## src/hw/rtl/asetk_pkg.sv

```systemverilog
// Shared types and constants for the action state edge tracker.
// No dependencies; the top level, state memory, sample unit and bench import this package.
package asetk_pkg;

    // Item codes
    typedef enum logic [1:0] {
        MODE_START  = 2'd0,
        MODE_SAMPLE = 2'd1,
        MODE_END    = 2'd2,
        MODE_NONE   = 2'd3
    } t_mode;

    typedef enum logic [1:0] {
        KIND_DIRECT = 2'd0,
        KIND_BUTTON = 2'd1,
        KIND_AXIS   = 2'd2,
        KIND_NONE   = 2'd3
    } t_kind;

    // Sequencer states
    typedef enum logic [1:0] {
        ST_IDLE    = 2'd0,
        ST_SAMPLE  = 2'd1,
        ST_WALK_RD = 2'd2,
        ST_WALK_WR = 2'd3
    } t_state;

    localparam int SUM_W   = 20;
    localparam int LEVEL_W = 16;
    localparam int DZ_W    = 15;

    localparam logic [DZ_W-1:0]         DEADZONE_RESET = 15'd4096;
    localparam logic signed [SUM_W:0]   SUM_MAX        = 21'sd524287;
    localparam logic signed [SUM_W:0]   SUM_MIN        = -21'sd524288;
    localparam logic signed [SUM_W-1:0] ONE_Q14        = 20'sd16384;
    localparam logic signed [SUM_W-1:0] MINUS_ONE_Q14  = -20'sd16384;
    localparam logic [31:0]             ROUND_HALF     = 32'd2048;

    // One stored action entry
    typedef struct packed {
        logic                    held_now;
        logic                    held_before;
        logic signed [SUM_W-1:0] sum;
    } t_entry;

    // Registered sample operands handed to the sample unit
    typedef struct packed {
        t_kind              kind;
        logic               down;
        logic signed [15:0] sample_value;
        logic signed [15:0] scale;
        logic signed [31:0] product;
    } t_sample;

endpackage

```

## src/hw/rtl/asetk_if.sv

```systemverilog
// Valid/ready channel interfaces for the action state edge tracker.
// Depends on nothing; used by the top level ports.
interface asetk_in_if;
    logic               valid;
    logic               ready;
    logic [1:0]         mode;
    logic [5:0]         action;
    logic [1:0]         kind;
    logic               present;
    logic               button_down;
    logic signed [15:0] sample_value;
    logic signed [15:0] scale;

    modport source (
        output valid, mode, action, kind, present, button_down, sample_value, scale,
        input  ready
    );
    modport sink (
        input  valid, mode, action, kind, present, button_down, sample_value, scale,
        output ready
    );
endinterface

interface asetk_out_if;
    logic               valid;
    logic               ready;
    logic [5:0]         report_action;
    logic               held;
    logic               went_down;
    logic               went_up;
    logic signed [15:0] level;
    logic               last;

    modport source (
        output valid, report_action, held, went_down, went_up, level, last,
        input  ready
    );
    modport sink (
        input  valid, report_action, held, went_down, went_up, level, last,
        output ready
    );
endinterface

```

## src/hw/rtl/action_state_edge_tracker.sv

```systemverilog
// Top level of the action state edge tracker: sequencer, deadzone register, report word.
// Depends on asetk_pkg, asetk_if, asetk_state_mem and asetk_sample_alu.
//
//  channel   dir  protocol      word
//  i_in      in   valid/ready   mode, action, kind, present, button_down, sample_value, scale
//  o_out     out  valid/ready   report_action, held, went_down, went_up, level, last
//  i_cfg_*   in   write enable  deadzone (15 bit)
//
// A sample is a memory read, then modify and write back.
// Frame start and frame end walk all actions, with a read then a write per action;
// an ignored item is accepted in idle and starts no sequence.
// A frame end walk holds on a stalled output word; no item is taken meanwhile.
// Reset (synchronous, active low) clears the per-entry valid bits: no clearing pass.
module action_state_edge_tracker #(
    parameter int ACTION_COUNT = 32
) (
    input  logic                        i_clk,
    input  logic                        i_rst_n,
    asetk_in_if.sink                    i_in,
    asetk_out_if.source                 o_out,
    input  logic                        i_cfg_we,
    input  logic [asetk_pkg::DZ_W-1:0]  i_cfg_wdata
);
    import asetk_pkg::*;

    localparam int AW = (ACTION_COUNT > 1) ? $clog2(ACTION_COUNT) : 1;
    localparam logic [AW-1:0] LAST_IDX = AW'(ACTION_COUNT - 1);

    t_state            r_state, n_state;
    logic [DZ_W-1:0]   r_deadzone;
    logic [AW-1:0]     r_idx, n_idx;
    logic              r_walk_end;
    logic [AW-1:0]     r_addr;
    t_sample           r_smp;

    logic              in_acc;
    logic              smp_ok;
    logic              out_free;
    logic              walk_go;
    logic              rd_en, wr_en, out_load;
    logic [AW-1:0]     rd_addr, wr_addr;
    t_entry            rd_data, wr_data, alu_new;
    logic signed [SUM_W-1:0] clamped;

    logic              r_out_valid;
    logic [5:0]        r_out_action;
    logic              r_out_held, r_out_down, r_out_up, r_out_last;
    logic signed [LEVEL_W-1:0] r_out_level;

    // Deadzone register
    always_ff @(posedge i_clk) begin
        if (!i_rst_n) begin
            r_deadzone <= DEADZONE_RESET;
        end else if (i_cfg_we) begin
            r_deadzone <= i_cfg_wdata;
        end
    end

    assign i_in.ready = (r_state == ST_IDLE);
    assign in_acc     = i_in.valid && i_in.ready;
    assign smp_ok     = (t_mode'(i_in.mode) == MODE_SAMPLE) && i_in.present &&
                        (t_kind'(i_in.kind) != KIND_NONE) &&
                        ({1'b0, i_in.action} < 7'(ACTION_COUNT));
    assign out_free   = !r_out_valid || o_out.ready;
    assign walk_go    = !r_walk_end || out_free;

    // Next state
    always_comb begin
        n_state = r_state;
        n_idx   = r_idx;
        unique case (r_state)
            ST_IDLE: begin
                if (in_acc) begin
                    if (smp_ok) begin
                        n_state = ST_SAMPLE;
                    end else if (t_mode'(i_in.mode) == MODE_START ||
                                 t_mode'(i_in.mode) == MODE_END) begin
                        n_state = ST_WALK_RD;
                        n_idx   = '0;
                    end
                end
            end
            ST_SAMPLE:  n_state = ST_IDLE;
            ST_WALK_RD: n_state = ST_WALK_WR;
            ST_WALK_WR: begin
                if (walk_go) begin
                    if (r_idx == LAST_IDX) begin
                        n_state = ST_IDLE;
                    end else begin
                        n_state = ST_WALK_RD;
                        n_idx   = r_idx + 1'b1;
                    end
                end
            end
            default: n_state = ST_IDLE;
        endcase
    end

    // Clamp the stored sum to plus or minus one
    always_comb begin
        priority if (rd_data.sum > ONE_Q14) begin
            clamped = ONE_Q14;
        end else if (rd_data.sum < MINUS_ONE_Q14) begin
            clamped = MINUS_ONE_Q14;
        end else begin
            clamped = rd_data.sum;
        end
    end

    // Memory and output controls
    always_comb begin
        rd_en    = 1'b0;
        rd_addr  = r_idx;
        wr_en    = 1'b0;
        wr_addr  = r_idx;
        wr_data  = alu_new;
        out_load = 1'b0;
        unique case (r_state)
            ST_IDLE: begin
                rd_en   = in_acc && smp_ok;
                rd_addr = AW'(i_in.action);
            end
            ST_SAMPLE: begin
                wr_en   = 1'b1;
                wr_addr = r_addr;
                wr_data = alu_new;
            end
            ST_WALK_RD: begin
                rd_en = 1'b1;
            end
            ST_WALK_WR: begin
                wr_en    = walk_go;
                out_load = walk_go && r_walk_end;
                if (r_walk_end) begin
                    wr_data.held_now    = rd_data.held_now;
                    wr_data.held_before = rd_data.held_before;
                    wr_data.sum         = clamped;
                end else begin
                    wr_data.held_now    = 1'b0;
                    wr_data.held_before = rd_data.held_now;
                    wr_data.sum         = '0;
                end
            end
            default: begin
                rd_en = 1'b0;
            end
        endcase
    end

    // Sequencer registers
    always_ff @(posedge i_clk) begin
        if (!i_rst_n) begin
            r_state <= ST_IDLE;
            r_idx   <= '0;
        end else begin
            r_state <= n_state;
            r_idx   <= n_idx;
        end
    end

    // Capture the accepted word; form the product here
    always_ff @(posedge i_clk) begin
        if (in_acc) begin
            r_walk_end         <= (t_mode'(i_in.mode) == MODE_END);
            r_addr             <= AW'(i_in.action);
            r_smp.kind         <= t_kind'(i_in.kind);
            r_smp.down         <= i_in.button_down;
            r_smp.sample_value <= i_in.sample_value;
            r_smp.scale        <= i_in.scale;
            r_smp.product      <= i_in.sample_value * i_in.scale;
        end
    end

    asetk_state_mem #(
        .DEPTH (ACTION_COUNT),
        .AW    (AW)
    ) u_mem (
        .i_clk     (i_clk),
        .i_rst_n   (i_rst_n),
        .i_rd_en   (rd_en),
        .i_rd_addr (rd_addr),
        .o_rd_data (rd_data),
        .i_wr_en   (wr_en),
        .i_wr_addr (wr_addr),
        .i_wr_data (wr_data)
    );

    asetk_sample_alu u_alu (
        .i_smp      (r_smp),
        .i_deadzone (r_deadzone),
        .i_old      (rd_data),
        .o_new      (alu_new)
    );

    // Output word valid: load on a report row, drop when taken
    always_ff @(posedge i_clk) begin
        if (!i_rst_n) begin
            r_out_valid <= 1'b0;
        end else if (out_load) begin
            r_out_valid <= 1'b1;
        end else if (o_out.ready) begin
            r_out_valid <= 1'b0;
        end
    end

    // Output word payload
    always_ff @(posedge i_clk) begin
        if (out_load) begin
            r_out_action <= 6'(r_idx);
            r_out_held   <= rd_data.held_now;
            r_out_down   <= rd_data.held_now && !rd_data.held_before;
            r_out_up     <= !rd_data.held_now && rd_data.held_before;
            r_out_level  <= LEVEL_W'(clamped);
            r_out_last   <= (r_idx == LAST_IDX);
        end
    end

    assign o_out.valid         = r_out_valid;
    assign o_out.report_action = r_out_action;
    assign o_out.held          = r_out_held;
    assign o_out.went_down     = r_out_down;
    assign o_out.went_up       = r_out_up;
    assign o_out.level         = r_out_level;
    assign o_out.last          = r_out_last;

    // Read and write never share a cycle, so no forwarding is needed
    a_no_rw_overlap: assert property (@(posedge i_clk) disable iff (!i_rst_n)
        !(rd_en && wr_en))
        else $error("memory read and write in the same cycle");

    // An accepted sample goes to the write-back step
    a_sample_path: assert property (@(posedge i_clk) disable iff (!i_rst_n)
        (in_acc && smp_ok) |=> (r_state == ST_SAMPLE))
        else $error("accepted sample did not reach write-back");

    // Report words come only from a frame end walk
    a_load_end_only: assert property (@(posedge i_clk) disable iff (!i_rst_n)
        out_load |-> (r_walk_end && r_state == ST_WALK_WR))
        else $error("report word loaded outside a frame end walk");

    // After the last row the block returns to idle
    a_last_idle: assert property (@(posedge i_clk) disable iff (!i_rst_n)
        (out_load && r_idx == LAST_IDX) |=> (r_state == ST_IDLE && o_out.last))
        else $error("frame end walk did not finish on the last row");

endmodule

```

## src/hw/rtl/asetk_state_mem.sv

```systemverilog
// Action state memory: one entry per action, one read and one write port.
// Depends on asetk_pkg for the entry type.
module asetk_state_mem #(
    parameter int DEPTH = 32,
    parameter int AW    = 5
) (
    input  logic                 i_clk,
    input  logic                 i_rst_n,
    input  logic                 i_rd_en,
    input  logic [AW-1:0]        i_rd_addr,
    output asetk_pkg::t_entry    o_rd_data,
    input  logic                 i_wr_en,
    input  logic [AW-1:0]        i_wr_addr,
    input  asetk_pkg::t_entry    i_wr_data
);
    import asetk_pkg::*;

    t_entry           r_mem [DEPTH];
    logic [DEPTH-1:0] r_valid;
    t_entry           r_rd_data;
    logic             r_rd_valid;

    // Write port
    always_ff @(posedge i_clk) begin
        if (i_wr_en) begin
            r_mem[i_wr_addr] <= i_wr_data;
        end
    end

    // Mark entries written since reset
    always_ff @(posedge i_clk) begin
        if (!i_rst_n) begin
            r_valid <= '0;
        end else if (i_wr_en) begin
            r_valid[i_wr_addr] <= 1'b1;
        end
    end

    // Registered read port
    always_ff @(posedge i_clk) begin
        if (i_rd_en) begin
            r_rd_data  <= r_mem[i_rd_addr];
            r_rd_valid <= r_valid[i_rd_addr];
        end
    end

    // Entries never written read as zero
    assign o_rd_data = r_rd_valid ? r_rd_data : '0;

endmodule

```

## src/hw/rtl/asetk_sample_alu.sv

```systemverilog
// Sample unit: turns one registered sample and the old entry into the new entry.
// Depends on asetk_pkg for the sample and entry types.
module asetk_sample_alu (
    input  asetk_pkg::t_sample          i_smp,
    input  logic [asetk_pkg::DZ_W-1:0]  i_deadzone,
    input  asetk_pkg::t_entry           i_old,
    output asetk_pkg::t_entry           o_new
);
    import asetk_pkg::*;

    logic [31:0]             mag;
    logic [31:0]             mag_rnd;
    logic [SUM_W-1:0]        q;
    logic signed [SUM_W-1:0] axis_val;
    logic                    axis_held;
    logic                    h;
    logic signed [SUM_W-1:0] v;
    logic signed [SUM_W:0]   s;

    // Round the Q4.26 product to Q1.14, ties away from zero
    always_comb begin
        mag       = i_smp.product[31] ? 32'(-i_smp.product) : 32'(i_smp.product);
        mag_rnd   = mag + ROUND_HALF;
        q         = SUM_W'(mag_rnd >> 12);
        axis_val  = i_smp.product[31] ? -$signed(q) : $signed(q);
        axis_held = q > SUM_W'(i_deadzone);
    end

    // Select held bit and value by kind
    always_comb begin
        unique case (i_smp.kind)
            KIND_DIRECT: begin
                h = i_smp.down;
                v = SUM_W'(i_smp.sample_value);
            end
            KIND_BUTTON: begin
                h = i_smp.down;
                v = i_smp.down ? SUM_W'({i_smp.scale, 2'b00}) : '0;
                if (i_smp.down) v = SUM_W'($signed({i_smp.scale, 2'b00}));
            end
            KIND_AXIS: begin
                h = axis_held;
                v = axis_held ? axis_val : '0;
            end
            default: begin
                h = 1'b0;
                v = '0;
            end
        endcase
    end

    // OR the held bit, add with saturation
    always_comb begin
        s = (SUM_W+1)'(i_old.sum) + (SUM_W+1)'(v);
        o_new.held_now    = i_old.held_now | h;
        o_new.held_before = i_old.held_before;
        priority if (s > SUM_MAX) begin
            o_new.sum = SUM_W'(SUM_MAX);
        end else if (s < SUM_MIN) begin
            o_new.sum = SUM_W'(SUM_MIN);
        end else begin
            o_new.sum = SUM_W'(s);
        end
    end

endmodule

```

## src/flat_wrapper.sv

```systemverilog
// flat-port wrapper written by rule: the top's interface ports become plain ports
module action_state_edge_tracker_flat import asetk_pkg::*;
#(
    parameter int ACTION_COUNT = 32
)
  (i_clk, i_rst_n, i_cfg_we, i_cfg_wdata, i_in_valid, i_in_mode, i_in_action, i_in_kind, i_in_present, i_in_button_down, i_in_sample_value, i_in_scale, i_in_ready, o_out_valid, o_out_report_action, o_out_held, o_out_went_down, o_out_went_up, o_out_level, o_out_last, o_out_ready);
  asetk_in_if i_in_i ();
  asetk_out_if o_out_i ();
  input  logic i_clk;
  input  logic i_rst_n;
  input  logic i_cfg_we;
  input  logic [asetk_pkg::DZ_W-1:0] i_cfg_wdata;
  input wire logic [$bits(i_in_i.valid)-1:0] i_in_valid;
  input wire logic [$bits(i_in_i.mode)-1:0] i_in_mode;
  input wire logic [$bits(i_in_i.action)-1:0] i_in_action;
  input wire logic [$bits(i_in_i.kind)-1:0] i_in_kind;
  input wire logic [$bits(i_in_i.present)-1:0] i_in_present;
  input wire logic [$bits(i_in_i.button_down)-1:0] i_in_button_down;
  input wire logic [$bits(i_in_i.sample_value)-1:0] i_in_sample_value;
  input wire logic [$bits(i_in_i.scale)-1:0] i_in_scale;
  output wire logic [$bits(i_in_i.ready)-1:0] i_in_ready;
  output wire logic [$bits(o_out_i.valid)-1:0] o_out_valid;
  output wire logic [$bits(o_out_i.report_action)-1:0] o_out_report_action;
  output wire logic [$bits(o_out_i.held)-1:0] o_out_held;
  output wire logic [$bits(o_out_i.went_down)-1:0] o_out_went_down;
  output wire logic [$bits(o_out_i.went_up)-1:0] o_out_went_up;
  output wire logic [$bits(o_out_i.level)-1:0] o_out_level;
  output wire logic [$bits(o_out_i.last)-1:0] o_out_last;
  input wire logic [$bits(o_out_i.ready)-1:0] o_out_ready;
  assign i_in_i.valid = i_in_valid;
  assign i_in_i.mode = i_in_mode;
  assign i_in_i.action = i_in_action;
  assign i_in_i.kind = i_in_kind;
  assign i_in_i.present = i_in_present;
  assign i_in_i.button_down = i_in_button_down;
  assign i_in_i.sample_value = i_in_sample_value;
  assign i_in_i.scale = i_in_scale;
  assign i_in_ready = i_in_i.ready;
  assign o_out_valid = o_out_i.valid;
  assign o_out_report_action = o_out_i.report_action;
  assign o_out_held = o_out_i.held;
  assign o_out_went_down = o_out_i.went_down;
  assign o_out_went_up = o_out_i.went_up;
  assign o_out_level = o_out_i.level;
  assign o_out_last = o_out_i.last;
  assign o_out_i.ready = o_out_ready;
  action_state_edge_tracker #(.ACTION_COUNT(ACTION_COUNT)) u_core (.i_clk(i_clk), .i_rst_n(i_rst_n), .i_in(i_in_i), .o_out(o_out_i), .i_cfg_we(i_cfg_we), .i_cfg_wdata(i_cfg_wdata));
endmodule
```

## config.mk

```make
export PLATFORM = sky130hd
export DESIGN_NAME = action_state_edge_tracker_flat
export DESIGN_NICKNAME = d
export VERILOG_FILES = /design/src/hw/rtl/asetk_pkg.sv /design/src/hw/rtl/asetk_if.sv /design/src/hw/rtl/action_state_edge_tracker.sv /design/src/hw/rtl/asetk_state_mem.sv /design/src/hw/rtl/asetk_sample_alu.sv /design/src/flat_wrapper.sv
export SDC_FILE = /design/constraint.sdc
export NUM_CORES = 2
export LEC_CHECK = 0
export CORE_MARGIN = 2
export CORE_UTILIZATION = 34
export CTS_BUF_LIST = sky130_fd_sc_hd__clkbuf_2 sky130_fd_sc_hd__clkbuf_4 sky130_fd_sc_hd__clkbuf_8
export CTS_CLUSTER_DIAMETER = 40
export DETAILED_ROUTE_END_ITERATION = 7
export DONT_BUFFER_PORTS = 1
export PLACE_DENSITY = 0.54
export SETUP_SLACK_MARGIN = 0.2
export SLEW_MARGIN = 10
export SYNTH_ARGS = -nofsm -noshare
export SYNTH_HDL_FRONTEND = slang
export SYNTH_HIERARCHICAL = 1
export SYNTH_SLANG_ARGS = --single-unit
```

## constraint.sdc

```tcl
create_clock -name i_clk -period 9 [get_ports i_clk]
set_clock_uncertainty 0.1 [all_clocks]
set_input_delay 0.9 -clock i_clk [delete_from_list [all_inputs] [get_ports i_clk]]
set_output_delay 0.9 -clock i_clk [all_outputs]
set_load 0.01 [all_outputs]
```

==> run summary <==
status -> finished, final reports clean
Setup CP Type -> register to register
power share of the clock group -> 0.176
combinational power share -> 0.525
Die X -> 378 um
Starting Density -> 0.342
All-Layer GR Usage -> 0.196
Post-synth EDFFs -> 825
Die H -> 378 um
Final #Nets -> 4126
Core Box Area -> 139000 um^2
sw frac -> 0.418
CP max stage delay -> 570 ps
DRT iter0 DRCs -> 2433
leakage power -> 19.6 nW
switching pwr -> 0.00851 W
Post-Place Cells -> 5392
drc violations -> 0
reg2reg path depth -> 35
vias post-DR -> 29399
part of the cycle the worst path needs -> 0.920
Area Overhead vs Synth -> 11.8%
FF/Latch Area -> 25900 um^2
vias in the first global route -> 29050
adder-cell share of the synthesized area -> 0.143
multi-input logic area -> 19700 um^2
sinks on the clock net -> 880
crit path launch type -> register
DRT Pass-1 Iters -> 7
Synth async-reset ratio -> 0
yosys warns -> 6
H-tree depth -> 4
Max Fclk -> 121 MHz
worst vdd ir -> 431 uV
cell area after synthesis -> 47500 um^2
Most common cell on crit path -> o21ai_0
sequential power share -> 0.299
final worst slack -> 717 ps
Finished Layout Cells -> 5678
CP max FO -> 18
worst-margin pin slew -> 1230 ps
Reg-to-Reg End -> u_core/u_mem/r_mem[25][15]
class of the worst hold path -> input pin to register
Crit path required time -> 9490 ps
routed len/inst -> 24.9 um
first-pass GRT wire length -> 203000 um
CTS tree -> yes
HP Start -> i_in_sample_value[0]
Post-Route WL -> 141000 um
pre-CTS setup slack -> 301 ps
Reg-to-Reg Start -> u_core/r_smp[9]
CP arrival -> 8780 ps
max-slew violations -> 0
Max Root-Sink Buffers -> 3
syn nets -> 4055
final-report setup violation count -> 0
final hold violation count -> 0
xor and xnor area share after synthesis -> 0.0167
root cell of the clock tree -> clkbuf_8
Sum Neg Setup Slack -> 0 ps
share of layout cells above drive strength 1 -> 0.115
simple-gate portion of the synthesized area -> 0.0824
dpl hpwl -> 83000 um
Mapped Cells -> 3606
Crit-path slowest cell -> or4_4
antenna violations before repair -> 6
routability cong. -> 0.882
Die ar. -> 143000 um^2
Power per Cell Area -> 384 nW/um^2
CTS buffer count -> 149
Filler cells -> 13365
hold path cells -> 0
Slew headroom -> 0.182
Hold Path End -> u_core/r_smp[48]
Synth Area in Compound Gates -> 0.0781
FP Rows -> 137
R2R setup slack -> 720 ps
# IOs -> 92
Reg clk slew, reported paths -> 60 ps
Seq/Total Area, Yosys -> 0.545
Overflow after GRT -> 0
I/O Buffers -> 0
worst skew pair latency -> 840 ps
RSZ-0062 raised after global routing -> true
largest family of logic cells by synthesized area -> adder cells
synthesized area per cell -> 13.2 um^2
largest net degree at the start of global routing -> 118
#FFs+latches synth -> 880
max_cap viols -> 0
P_int -> 0.0119 W
Synth cell types -> 84
Post-synth top flop -> edfxtp_1
Via density -> 5.18
Worst setup EP type -> register
Antenna Nets Post-Route -> 0
mux contribution to synthesized area -> 0.0847
minimum clock period -> 8280 ps
-- synth_stat cells (5+ instances only) --
cell type	instances	area share
nor2_1	93	0.0074
nor4_1	7	0.00092
edfxtp_1	825	0.52
nand4_1	38	0.0050
mux2i_1	387	0.082
a21o_1	25	0.0040
nand2_1	233	0.018
nand3_1	70	0.0074
a22o_1	61	0.011
buf_4	25	0.0040
o21a_1	45	0.0071
o21ai_1	23	0.0024
o21ai_0	53	0.0056
and2_1	164	0.022
inv_1	379	0.030
buf_2	25	0.0026
ha_1	122	0.032
nand2b_1	18	0.0024
or4_1	7	0.0011
fa_1	263	0.11
a22oi_1	105	0.017
a31oi_1	32	0.0042
dfxtp_1	55	0.023
or4_4	5	0.0012
nor2b_1	32	0.0042
xnor2_1	60	0.011
a21oi_1	120	0.013
and3_1	10	0.0013
o21bai_1	5	0.00079
or3_1	17	0.0022
xor2_1	27	0.0050
a211oi_1	6	0.00095
o211ai_1	8	0.0013
nand3b_1	8	0.0013
buf_6	16	0.0038
or2_2	7	0.00092
o31ai_1	8	0.0013
mux2_2	11	0.0026
nor3_1	40	0.0042
clkbuf_1	94	0.0074
-- through the flow --
step                area (um^2)  power [W]  hold WS [ps]   util
floorplan                 47500     0.0136           340      -
global placement          49900     0.0168           346  0.359
detailed placement        49900     0.0168           353  0.359
CTS                       52900     0.0204          8.20  0.381
global route              53100     0.0220          27.9  0.382
finish                    53100     0.0204          75.8  0.382
-- critical path: cells and delay by family, from the launching register on --
family | cells | cell delay [ps]
AND/OR/NAND/NOR | 10 | 2070
AO/OA/AOI/OAI | 16 | 3320
multiplexers | 1 | 300
buffers and inverters | 2 | 360
XOR/XNOR | 3 | 630
flip-flops | 1 | 360
adder cells (fa/ha/maj) | 3 | 900
-- power by group through the flow --
stage / sequential [W] / combinational, W / clock [W]
global placement: 0.00619 / 0.0106 / 0
finish: 0.00610 / 0.0107 / 0.00359
CTS: 0.00611 / 0.0106 / 0.00367
floorplan: 0.00610 / 0.00753 / 0
global route: 0.00612 / 0.0120 / 0.00385
detailed placement: 0.00619 / 0.0106 / 0
-- cells in the final DEF, fill, tap and decap left out, types with 52 or more instances in the layout --
cell      netlist  final
nand3_1        70     70
edfxtp_1      825    825
a21oi_1       120    119
clkbuf_4        1     52
a22o_1         61     52
fa_1          263    263
inv_1         379    379
dfxtp_1        55     55
xnor2_1        60     60
nand2_1       233    232
and2_1        164    162
mux2i_1       387    387
clkbuf_8        0    149
ha_1          122    121
buf_4          25     74
a22oi_1       105    105
nor2_1         93     59
-- final cells by class --
cell class,instances,area share
Antenna cell,7,0.000330
Clock buffer,201,0.0460
Clock inverter,68,0.0106
Inverter,379,0.0268
Multi-Input combinational cell,2181,0.371
Sequential cell,880,0.488
Tap cell,1876,0.0442
Timing Repair Buffer,86,0.0137
-- flip-flops by register name (all words and copies together) (netlist names) --
signal / count
u_core/o_out.held: 1
u_core/o_out.last: 1
u_core/o_out.level: 16
u_core/o_out.report_action: 5
u_core/o_out.valid: 1
u_core/o_out.went_down: 1
u_core/o_out.went_up: 1
u_core/r_addr: 5
u_core/r_deadzone: 15
u_core/r_idx: 5
u_core/r_smp: 67
u_core/r_state: 2
u_core/r_walk_end: 1
u_core/u_mem/r_mem: 704
u_core/u_mem/r_rd_data: 22
u_core/u_mem/r_rd_valid: 1
u_core/u_mem/r_valid: 32
-- cells by family after synthesis --
| kind of cell | count (synthesis) |
|---|---|
| AO/OA/AOI/OAI | 537 |
| XOR/XNOR | 89 |
| AND/OR/NAND/NOR | 764 |
| buffers and inverters | 548 |
| flip-flops | 880 |
| other | 1 |
| multiplexers | 400 |
| adder cells (fa/ha/maj) | 387 |
-- metal layers --
metal	GRT usage	share of wire
met4	0.0557	0.022
met1	0.266	0.44
met5	0	0.000092
met2	0.327	0.48
met3	0.0277	0.052
-- worst max-delay path by stage --
| stage | start | endpoint | slack, ps | cells past startpoint |
|---|---|---|---|---|
| 2_1_floorplan | u_core/r_smp[31] | u_core/u_mem/r_mem[0][15] | 390 | 38 |
| 3_3_place_gp | u_core/r_smp[9] | u_core/u_mem/r_mem[7][0] | 320 | 35 |
| 3_5_place_dp | u_core/r_smp[9] | u_core/u_mem/r_mem[7][0] | 300 | 35 |
| 4_1_cts | u_core/r_smp[9] | u_core/u_mem/r_mem[17][0] | 290 | 35 |
| 5_1_grt | u_core/r_smp[9] | u_core/u_mem/r_mem[22][15] | 140 | 36 |
| 6_report | u_core/r_smp[9] | u_core/u_mem/r_mem[25][15] | 720 | 35 |
-- repair_timing --
| item | 4_1_cts | 5_1_grt |
|---|---|---|
| gates resized for setup | 0 | 24 |
| endpoints found under the setup margin | 0 | 640 |
| setup buffers | 0 | 2 |
| hold buffers | 5 | 0 |
| hold endpoints to repair | 5 | 0 |
(Power assumes the default switching activity.)
